<file path="src/hw/rtl/hshf_pkg.sv">
// Package for the heater state hysteresis filter.
// Holds configuration register indexes, the configuration struct and field widths.
// Used by every module of the block; depends on nothing.
`timescale 1ns / 1ps

package hshf_pkg;

  localparam int THRESH_BITS   = 16;
  localparam int COUNT_BITS    = 8;
  localparam int SEEN_BITS     = 9;
  localparam int CFG_IDX_BITS  = 3;
  localparam int CFG_DATA_BITS = 16;
  localparam int SAMPLE_BITS_DEFAULT = 16;

  localparam logic [SEEN_BITS-1:0] SEEN_MAX = '1;

  typedef enum logic [CFG_IDX_BITS-1:0] {
    REG_MODE_ADVANCED    = 3'd0,
    REG_THRESHOLD_SINGLE = 3'd1,
    REG_THRESHOLD_ON     = 3'd2,
    REG_THRESHOLD_OFF    = 3'd3,
    REG_DEBOUNCE_ON      = 3'd4,
    REG_DEBOUNCE_OFF     = 3'd5,
    REG_INERTIA_ON       = 3'd6,
    REG_INERTIA_OFF      = 3'd7
  } cfg_index_t;

  typedef struct packed {
    logic                          mode_advanced;
    logic signed [THRESH_BITS-1:0] threshold_single;
    logic signed [THRESH_BITS-1:0] threshold_on;
    logic signed [THRESH_BITS-1:0] threshold_off;
    logic [COUNT_BITS-1:0]         debounce_on;
    logic [COUNT_BITS-1:0]         debounce_off;
    logic [COUNT_BITS-1:0]         inertia_on;
    logic [COUNT_BITS-1:0]         inertia_off;
  } cfg_t;

endpackage

</file>
<file path="src/hw/rtl/hshf_cfg.sv">
// Configuration register file of the heater state hysteresis filter.
// Decodes the plain write port into the cfg_t struct; depends on hshf_pkg.
`timescale 1ns / 1ps

module hshf_cfg
  import hshf_pkg::*;
(
  input  logic                     clk,
  input  logic                     rst,
  input  logic                     cfg_wr_en,
  input  logic [CFG_IDX_BITS-1:0]  cfg_addr,
  input  logic [CFG_DATA_BITS-1:0] cfg_wdata,
  output cfg_t                     cfg
);

  always_ff @(posedge clk) begin
    if (rst) begin
      cfg <= '0;
    end else if (cfg_wr_en) begin
      unique case (cfg_index_t'(cfg_addr))
        REG_MODE_ADVANCED:    cfg.mode_advanced    <= cfg_wdata[0];
        REG_THRESHOLD_SINGLE: cfg.threshold_single <= cfg_wdata[THRESH_BITS-1:0];
        REG_THRESHOLD_ON:     cfg.threshold_on     <= cfg_wdata[THRESH_BITS-1:0];
        REG_THRESHOLD_OFF:    cfg.threshold_off    <= cfg_wdata[THRESH_BITS-1:0];
        REG_DEBOUNCE_ON:      cfg.debounce_on      <= cfg_wdata[COUNT_BITS-1:0];
        REG_DEBOUNCE_OFF:     cfg.debounce_off     <= cfg_wdata[COUNT_BITS-1:0];
        REG_INERTIA_ON:       cfg.inertia_on       <= cfg_wdata[COUNT_BITS-1:0];
        REG_INERTIA_OFF:      cfg.inertia_off      <= cfg_wdata[COUNT_BITS-1:0];
        default:              cfg.mode_advanced    <= cfg.mode_advanced;
      endcase
    end
  end

endmodule

</file>
<file path="src/hw/rtl/hshf_state.sv">
// Heater state, qualification counter and series item count, plus the
// compare/debounce logic that advances them for one item. Depends on hshf_pkg.
`timescale 1ns / 1ps

module hshf_state
  import hshf_pkg::*;
#(
  parameter int SAMPLE_BITS = SAMPLE_BITS_DEFAULT
) (
  input  logic                          clk,
  input  logic                          rst,
  input  cfg_t                          cfg,
  input  logic                          step,
  input  logic signed [SAMPLE_BITS-1:0] sample,
  input  logic                          series_start,
  output logic                          label_next,
  output logic [SEEN_BITS-1:0]          relabel_count_next
);

  localparam int CMP_BITS = (SAMPLE_BITS > THRESH_BITS) ? SAMPLE_BITS : THRESH_BITS;

  logic                  heater_on;
  logic [COUNT_BITS-1:0] qualify_count;
  logic [SEEN_BITS-1:0]  items_seen;

  logic                  heater_on_next;
  logic [COUNT_BITS-1:0] qualify_count_next;
  logic [SEEN_BITS-1:0]  items_seen_next;

  logic                  heat_cur;
  logic [COUNT_BITS-1:0] qual_cur;
  logic [SEEN_BITS-1:0]  seen_cur;
  logic                  first;
  logic signed [CMP_BITS-1:0] s_ext, th_single, th_on, th_off;
  logic                  hot, warm, cold;
  logic [SEEN_BITS-1:0]  relabel;

  always_comb begin
    // series start clears the state before this sample is handled
    heat_cur = series_start ? 1'b0 : heater_on;
    qual_cur = series_start ? '0 : qualify_count;
    seen_cur = series_start ? '0 : items_seen;
    first    = (seen_cur == '0);
    items_seen_next = (seen_cur == SEEN_MAX) ? SEEN_MAX : seen_cur + 1'b1;

    s_ext     = CMP_BITS'(sample);
    th_single = CMP_BITS'(cfg.threshold_single);
    th_on     = CMP_BITS'(cfg.threshold_on);
    th_off    = CMP_BITS'(cfg.threshold_off);
    hot  = (s_ext >= th_single);
    warm = (s_ext >= th_on);
    cold = (s_ext < th_off);

    heater_on_next     = heat_cur;
    qualify_count_next = qual_cur;
    relabel            = '0;

    if (!cfg.mode_advanced) begin
      if (first) begin
        heater_on_next = hot;
      end else if (hot && !heat_cur) begin
        heater_on_next = 1'b1;
        relabel        = SEEN_BITS'(cfg.inertia_on) + 1'b1;
      end else if (!hot && heat_cur) begin
        heater_on_next = 1'b0;
        relabel        = SEEN_BITS'(cfg.inertia_off) + 1'b1;
      end
    end else if (heat_cur) begin
      if (cold) begin
        if (qual_cur >= cfg.debounce_off) begin
          qualify_count_next = '0;
          heater_on_next     = 1'b0;
          relabel = SEEN_BITS'(cfg.debounce_off) + SEEN_BITS'(cfg.inertia_off) + 1'b1;
        end else begin
          qualify_count_next = qual_cur + 1'b1;
        end
      end else begin
        qualify_count_next = '0;
      end
    end else begin
      if (warm) begin
        if (qual_cur >= cfg.debounce_on) begin
          qualify_count_next = '0;
          heater_on_next     = 1'b1;
          relabel = SEEN_BITS'(cfg.debounce_on) + SEEN_BITS'(cfg.inertia_on) + 1'b1;
        end else begin
          qualify_count_next = qual_cur + 1'b1;
        end
      end else begin
        qualify_count_next = '0;
      end
    end

    // limit to the items seen in this series
    label_next         = heater_on_next;
    relabel_count_next = (relabel > items_seen_next) ? items_seen_next : relabel;
  end

  always_ff @(posedge clk) begin
    if (rst) begin
      heater_on     <= 1'b0;
      qualify_count <= '0;
      items_seen    <= '0;
    end else if (step) begin
      heater_on     <= heater_on_next;
      qualify_count <= qualify_count_next;
      items_seen    <= items_seen_next;
    end
  end

endmodule

</file>
<file path="src/hw/rtl/heat_state_hysteresis_filter_core.sv">
// Top level of the heater state hysteresis filter: input register, result register
// and handshakes. Depends on hshf_pkg, hshf_cfg and hshf_state.
`timescale 1ns / 1ps

// Usage:
//   Input channel (in_valid/in_ready) carries one temperature sample per transfer
//   with series_start marking the first sample of a new series.
//   Output channel (out_valid/out_ready) returns one result per input: the heater
//   label and the relabel count (number of most recent items, this one included,
//   that take the label; 0 when no switch happened).
//   Configuration is written through cfg_wr_en/cfg_addr/cfg_wdata, one register per
//   cycle, while the block is idle.
//   A transferred sample is held in the input register, evaluated against the state
//   and moved into the result register once that register is free to take it.
//   Throughput: one item per cycle while out_ready is high; the state update is one
//   compare, one counter step and one add/min between input and result registers.
//   When the receiver stalls, the result register holds and the input register
//   keeps one more item; in_ready drops only when both are full and out_ready is low.
//   Reset clears all configuration registers, the heater state, the qualification
//   counter, the item count and both valid flags.

module heat_state_hysteresis_filter_core
  import hshf_pkg::*;
#(
  parameter int SAMPLE_BITS = SAMPLE_BITS_DEFAULT
) (
  input  logic                          clk,
  input  logic                          rst,
  input  logic                          cfg_wr_en,
  input  logic [CFG_IDX_BITS-1:0]       cfg_addr,
  input  logic [CFG_DATA_BITS-1:0]      cfg_wdata,
  input  logic                          in_valid,
  output logic                          in_ready,
  input  logic signed [SAMPLE_BITS-1:0] sample,
  input  logic                          series_start,
  output logic                          out_valid,
  input  logic                          out_ready,
  output logic                          label,
  output logic [SEEN_BITS-1:0]          relabel_count
);

  cfg_t cfg;

  logic                          in_full;
  logic signed [SAMPLE_BITS-1:0] sample_q;
  logic                          series_start_q;
  logic                          advance;
  logic                          label_next;
  logic [SEEN_BITS-1:0]          relabel_count_next;

  hshf_cfg u_cfg (
    .clk       (clk),
    .rst       (rst),
    .cfg_wr_en (cfg_wr_en),
    .cfg_addr  (cfg_addr),
    .cfg_wdata (cfg_wdata),
    .cfg       (cfg)
  );

  hshf_state #(
    .SAMPLE_BITS (SAMPLE_BITS)
  ) u_state (
    .clk                (clk),
    .rst                (rst),
    .cfg                (cfg),
    .step               (advance),
    .sample             (sample_q),
    .series_start       (series_start_q),
    .label_next         (label_next),
    .relabel_count_next (relabel_count_next)
  );

  // move the held item into the result register when that slot frees up
  assign advance  = in_full && (!out_valid || out_ready);
  assign in_ready = !in_full || advance;

  always_ff @(posedge clk) begin
    if (rst) begin
      in_full <= 1'b0;
    end else if (in_ready) begin
      in_full <= in_valid;
    end
  end

  always_ff @(posedge clk) begin
    if (in_valid && in_ready) begin
      sample_q       <= sample;
      series_start_q <= series_start;
    end
  end

  always_ff @(posedge clk) begin
    if (rst) begin
      out_valid <= 1'b0;
    end else if (!out_valid || out_ready) begin
      out_valid <= in_full;
    end
  end

  always_ff @(posedge clk) begin
    if (advance) begin
      label         <= label_next;
      relabel_count <= relabel_count_next;
    end
  end

endmodule

</file>
<file path="config.mk">
export PLATFORM = sky130hd
export DESIGN_NAME = heat_state_hysteresis_filter_core
export DESIGN_NICKNAME = d
export VERILOG_FILES = /design/src/hw/rtl/hshf_pkg.sv /design/src/hw/rtl/hshf_cfg.sv /design/src/hw/rtl/hshf_state.sv /design/src/hw/rtl/heat_state_hysteresis_filter_core.sv
export SDC_FILE = /design/constraint.sdc
export NUM_CORES = 1
export LEC_CHECK = 0
export BUFFER_PORTS_ARGS = -buffer_cell sky130_fd_sc_hd__clkbuf_2
export CELL_PAD_IN_SITES_DETAIL_PLACEMENT = 2
export CELL_PAD_IN_SITES_GLOBAL_PLACEMENT = 2
export CORE_ASPECT_RATIO = 1.75
export CORE_UTILIZATION = 25
export CTS_CLUSTER_SIZE = 14
export DETAILED_ROUTE_END_ITERATION = 8
export GPL_TIMING_DRIVEN = 0
export HOLD_SLACK_MARGIN = 0.05
export PLACE_DENSITY = 0.59
export SLEW_MARGIN = 20
export SYNTH_ARGS = -nofsm -noshare
export SYNTH_HDL_FRONTEND = slang
export SYNTH_HIERARCHICAL = 1
export SYNTH_SLANG_ARGS = --single-unit
export TNS_END_PERCENT = 100
</file>
<file path="constraint.sdc">
create_clock -name clk -period 5.1 [get_ports clk]
set_input_delay 0 -clock clk [delete_from_list [all_inputs] [get_ports clk]]
set_output_delay 0 -clock clk [all_outputs]
set_load 0.02 [all_outputs]
</file>
### Word level (Yosys, flattened, before mapping)

Cells that the tools add are included.

| operators by class | value |
|---|---|
| add/subtract/negate cells | 8 |
| magnitude comparators | 6 |
| equal/unequal tests | 8 |
| muxes and demuxes | 29 |
| reduce and logical (&&, ||, !) cells | 20 |

Operators by type and width:

| operator | number |
|---|---|
| two-way mux 9 bit | 12 |
| two-way mux 8 bit | 7 |
| greater-or-equal comparator 16 bit | 2 |
| adder 9 x 1 -> 9 bit, second input constant | 3 |
| adder 8 x 1 -> 9 bit, second input constant | 2 |
| adder 8 x 8 -> 9 bit | 2 |
| greater-or-equal comparator 8 bit | 2 |
| < comparator 16 bit | 1 |
| AND reduction 2 bit | 8 |
| equality test 3 bit, second input constant | 4 |
| two-way mux 1 bit | 10 |
| equality test 9 bit, second input constant | 1 |
| greater-than comparator 9 bit | 1 |
| zero test 9 bit | 1 |
| adder 8 x 1 -> 8 bit, second input constant | 1 |
| equality test 3 x 2 -> 1 bit, second input constant | 2 |
| logical AND 1 bit | 4 |
| zero test 1 bit | 4 |
| equality test 3 x 1 -> 1 bit, second input constant | 1 |
| zero test 3 bit | 1 |
| logical OR 1 bit | 2 |

| word-level totals | value |
|---|---|
| register bits | 128 |
| bits of input ports | 41 |
| output and inout port bits | 12 |
| logic and storage cells | 88 |

### Longest topological paths before layout

| depth | value |
|---|---|
| depth after elaboration | 9 |
| gate-level depth with buffers | 21 |
| depth with buffers taken out | 19 |

### Cells and area by module

Netlist, hierarchy kept.

Modules (own cells, without submodules):

| module | instances | cells an instance | area an instance (µm²) | seq. area each (µm²) |
|---|---|---|---|---|
| hshf_state | 1 | 620 | 4471.8 | 360.3 |
| hshf_cfg | 1 | 292 | 3295.7 | 1621.6 |
| heat_state_hysteresis_filter_core | 1 | 37 | 914.6 | 850.8 |

### Least setup slack after synthesis

OpenSTA, ideal clock, no wires.

| timing | value |
|---|---|
| kind | reg2reg |
| from | reg series_start_q |
| to | reg relabel_count[4] (data pin) |
| library setup time | 0.254 ns |
| data arrival time | 3.988 ns |
| required time | 4.846 ns |
| setup slack | 0.858 ns |
| stages on the path, launching flop included | 20 |
| buffers on the path | 3 |
| period minus slack after synthesis | 4.242 ns |
| cell sequence | edfxtp_1 -> clkbuf_1 -> clkbuf_1 -> nor2b_1 -> ha_1 -> a21oi_1 -> o21ai_0 -> a21oi_1 -> nor3_1 -> mux2_2 -> a22o_1 -> or3_1 -> ha_1 -> nand2_1 -> a21oi_1 -> o41ai_1 -> a21oi_2 -> clkbuf_1 -> nand2_1 -> o21a_1 |

| between the ends | value |
|---|---|
| longest elaborated chain between the ends | 8 |
| elaborated cells on any way between the ends | 23 |
| classes of those cells | add/sub: 1; order compare: 3; eq/ne: 1; mux: 14; reduce/logical: 4 |

RTL lines:

| item | RTL line | text |
|---|---|---|
| start, declared | heat_state_hysteresis_filter_core.sv:46 | `logic series_start_q;` |
| start signal, assigned | heat_state_hysteresis_filter_core.sv:88 | `series_start_q <= series_start;` |
| two-way mux 8 bit or two-way mux 1 bit (tied branches) | hshf_state.sv:41, hshf_state.sv:40 |  |
| greater-or-equal comparator 8 bit, or another cell as far along | hshf_state.sv:82 | `if (qual_cur >= cfg.debounce_on) begin` |
| two-way mux 9 bit, or another cell as far along | hshf_state.sv:82 |  |
| two-way mux 9 bit, on equally long branches | hshf_state.sv:81, hshf_state.sv:61, hshf_state.sv:69 |  |
| two-way mux 9 bit, on equally long branches | hshf_state.sv:68, hshf_state.sv:59 |  |
| two-way mux 9 bit | hshf_state.sv:58 | `if (!cfg.mode_advanced) begin` |
| greater-than comparator 9 bit | hshf_state.sv:96 | `relabel_count_next = (relabel > items_seen_next) ? items_seen_next : relabel;` |
| two-way mux 9 bit * | hshf_state.sv:96 |  |
| via relabel_count_next[4] | heat_state_hysteresis_filter_core.sv:49 | `logic [SEEN_BITS-1:0] relabel_count_next;` |
| end signal, assigned | heat_state_hysteresis_filter_core.sv:103 | `relabel_count <= relabel_count_next;` |
| end, declared | heat_state_hysteresis_filter_core.sv:39 | `output logic [SEEN_BITS-1:0] relabel_count` |

Mark *: on every way through the listed nets, which the timed path passes. The rest lies on a longest branch.
A chain may end at the register's enable or synchronous reset.

### Worst setup path after layout

| timing | value |
|---|---|
| from | reg sample_q[11] |
| to | reg relabel_count[4] (data pin) |

| between the ends | value |
|---|---|
| longest elaborated chain between the ends | 9 |
| elaborated cells on any way between the ends | 15 |
| classes of those cells | order compare: 4; mux: 8; reduce/logical: 3 |

RTL lines:

| item | RTL line | text |
|---|---|---|
| start, declared | heat_state_hysteresis_filter_core.sv:45 | `logic signed [SAMPLE_BITS-1:0] sample_q;` |
| start signal, assigned | heat_state_hysteresis_filter_core.sv:87 | `sample_q <= sample;` |
| greater-or-equal comparator 16 bit | hshf_state.sv:50 | `hot = (s_ext >= th_single);` |
| zero test 1 bit | hshf_state.sv:64 | `end else if (!hot && heat_cur) begin` |
| logical AND 1 bit | hshf_state.sv:64 |  |
| two-way mux 9 bit | hshf_state.sv:64 |  |
| two-way mux 9 bit | hshf_state.sv:61 | `end else if (hot && !heat_cur) begin` |
| two-way mux 9 bit | hshf_state.sv:59 | `if (first) begin` |
| two-way mux 9 bit * | hshf_state.sv:58 |  |
| greater-than comparator 9 bit | hshf_state.sv:96 |  |
| two-way mux 9 bit * | hshf_state.sv:96 |  |
| via relabel_count_next[4] | heat_state_hysteresis_filter_core.sv:49 |  |

Marked as above.

==> run summary <==
status = finished clean
DR vias = 7391
pin count of the biggest net entering global routing = 18
Synth Cell Area = 0.008682 mm^2
final net count = 1189
Leak = 4.344 nW
Comb power frac = 15.8%
Sw Share = 28.30%
clk_lat worst skew = 450 ps
Netlist cell types = 86
Clock Skew = 7.579 ps
max cap viols = 0
Slew @ Worst Pin = 929.4 ps
CTS tree = done
Synth async-reset ratio = 0%
Avg Cell Area, Syn = 9.149 um^2
Antenna Violating Nets Remaining = 0
Data arrival, critical path = 4850 ps
top cells by count, synth = 106 x nand2b_1, 101 x dfxtp_1, 93 x ha_1
GRT overflow = 0
TritonRoute pass-1 iters = 5
largest area contributor in the netlist = dfxtp_1
worst-path maximum fanout = 10
final wirelength = 30940 um
CP startpoint = sample_q[11]$_DFFE_PP_
Tot GR Track Use = 18.43%
Post-synth EDFFs = 27
register area share after synthesis = 32.63%
Worst R2R Setup Slack = 450 ps
yosys warns = 6
startpoint class of the critical path = register
clock network power share = 45.2%
number of remaining DRC errors = 0
root buffer cell = clkbuf_16
reg2reg path depth = 16
worst relative slew slack = 37.47%
number of global-route vias before repair = 8249
hold_ws = 59.24 ps
share of post-route cells with drive strength above 1 = 12.01%
worst r2r src = sample_q[11]$_DFFE_PP_
clock sinks = 128
die height = 248.5 um
Worst Hold Launch = cfg_wdata[1]
Synth-to-Final Area Change = 20.95%
Port Buf Inserts = 48
Hold Vio Cnt, Final = 0
r2r endpoint = relabel_count[4]$_DFFE_PP_
num ports = 53
Starting Density = 25.28%
crit path time final = 4650 ps
Pwr per Cell Area = 270.7 mW/mm^2
placer's final routability congestion estimate = 0.8450
Total Die Area = 0.03551 mm^2
starting DRC count in detailed routing = 197
clock slew at reported path FFs = 60 ps
NetSw = 0.0008045 W
H-Tree Depth = 4
DP Wirelength = 24760 um
Fin Setup TNS = 0 ps
RSZ-0062 raised after global routing = no
Post-Synthesis Cells = 949
antenna violations before repair = 0
post-DR vias/cell = 4.843
Net Count, Synth = 1085
FILL cells = 3894
Inserted Clock Buffers = 17
top-count cell post-synth = nand2b_1
Int Power = 0.002038 W
Seq cells post-synth = 128
Flop pwr share = 39.1%
n_diodes = 0
WL per Instance = 20.28 um
top cells by area, synth = dfxtp_1 23%, ha_1 13%, mux2i_1 9.5%, edfxtp_1 9.3%, nand2b_1 7.6%
critical path endpoint category = register
die width = 142.9 um
first-pass GRT wire length = 47400 um
area of the core = 0.03435 mm^2
fin crit share = 91.17%
Fmax = 215.1 MHz
critical path required time = 5300 ps
Worst Setup EP = relabel_count[4]$_DFFE_PP_
dominant synthesized flop cell = dfxtp_1
Max rail drop VDD = 0.2490 mV
Hold WC Path Type = input pin to register
WS Path Type = register to register
site row count = 90
final count of pins violating max slew = 0
clk buf depth = 2
Yosys top cell area share = 23.29%
Setup violations, final = 0
-- worst max-delay path, stage by stage, from the launching register on --
cell and delay [ps]:
edfxtp_1 450, ha_1 350, a21oi_1 190, o21ai_0 170
a21oi_1 160, a2bb2oi_1 570, mux2_2 510, a222oi_1 440
o21ai_1 200, ha_1 340, o21ai_0 80, a21oi_1 170
o41ai_2 90, a21oi_2 240, clkbuf_4 260, nand2_1 70
o21a_1 110
-- layout by cell type (no fill, tap or decap), types with 4 or more instances in the layout --
master / netlist / final
and3_1: 7 / 7
buf_2: 8 / 8
o211ai_1: 5 / 5
ha_1: 93 / 93
clkbuf_2: 0 / 49
o21ai_0: 27 / 27
edfxtp_1: 27 / 27
nand4_1: 14 / 14
nor3_1: 20 / 20
mux2i_1: 82 / 81
a211oi_1: 13 / 13
a21oi_1: 38 / 37
nor2_1: 52 / 52
buf_4: 2 / 5
nand2_1: 61 / 61
xnor2_1: 15 / 15
or4_1: 4 / 4
o31ai_1: 4 / 4
clkbuf_16: 0 / 19
dfxtp_1: 101 / 101
o21a_1: 11 / 11
a21o_1: 6 / 6
buf_6: 5 / 5
dlygate4sd3_1: 0 / 34
nand3_1: 23 / 23
nand2b_1: 106 / 106
xor2_1: 16 / 16
inv_1: 78 / 78
and2_1: 4 / 4
nor2b_1: 18 / 18
clkbuf_1: 21 / 18
nor4_1: 4 / 4
-- cell type report --
cell class	instances	area, um^2	area share, %
Sequential cell	128	2833	26.97
Clock inverter	13	131.4	1.251
Multi-Input combinational cell	705	5356	51.01
Clock buffer	19	475.5	4.528
Tap cell	460	575.6	5.481
Timing Repair Buffer	85	603.1	5.743
Inverter	78	292.8	2.788
Buffer	38	234.0	2.228
-- power groups by stage --
stage               registers, W  clock network, W  logic, W
floorplan                0.00113                 0  0.000263
global placement         0.00113                 0  0.000407
detailed placement       0.00113                 0  0.000419
CTS                      0.00111           0.00133  0.000454
global route             0.00111           0.00136  0.000495
finish                   0.00111           0.00128  0.000448
-- stage by stage --
step	instances	total power (W)	setup slack (ps)	instance area (um^2)	util, %
finish	1526	0.002843	450.3	10500	30.58
floorplan	949	0.001395	857.8	8682	-
CTS	1525	0.002894	60.99	10480	30.50
detailed placement	1457	0.001553	-720.5	9498	27.65
global route	1526	0.002971	69.91	10500	30.58
global placement	1457	0.001539	-709.9	9498	27.65
-- repair_timing --
item | 4_1_cts | 5_1_grt
hold buffers | 34 | 0
endpoints found under the setup margin | 9 | 9
resized for setup | 5 | 7
endpoints found under the hold margin | 63 | 0
pin swaps | 1 | 1
setup buffers | 2 | 1
-- layer usage --
layer	part of all wire (%)	vias up	GRT usage, %
met3	1.5	48	2.311
met2	60	101	38.07
li1	-	3553	-
met5	0	-	0
met4	4.2	0	9.309
met1	34	3689	16.78
-- state kept, by name, indices dropped and copies added, names as in the netlist --
register               flops
u_cfg/cfg                 81
sample_q                  16
relabel_count              9
u_state/items_seen         9
u_state/qualify_count      8
in_full                    1
label                      1
out_valid                  1
series_start_q             1
u_state/heater_on          1
-- how the worst min path moves through the flow --
stage,to,cells after the start
global placement,sample_q[8]$_DFFE_PP_,1
CTS,u_cfg/cfg[26]$_SDFFE_PP0P_,3
floorplan,in_full$_SDFFE_PP0P_,1
global route,u_cfg/cfg[34]$_SDFFE_PP0P_,3
finish,u_cfg/cfg[25]$_SDFFE_PP0P_,3
detailed placement,sample_q[14]$_DFFE_PP_,1
-- logic make-up (layout without fill, tap and decap cells) --
group,after synthesis,in the layout,synth area share (%)
multiplexers,85,85,9.843
AO/OA/AOI/OAI,150,150,12.24
flip-flops,128,128,32.63
AND/OR/NAND/NOR,344,344,22.34
buffers and inverters,116,233,5.966
adder cells (fa/ha/maj),95,95,13.86
XOR/XNOR,31,31,3.127
(Power assumes the default switching activity.)
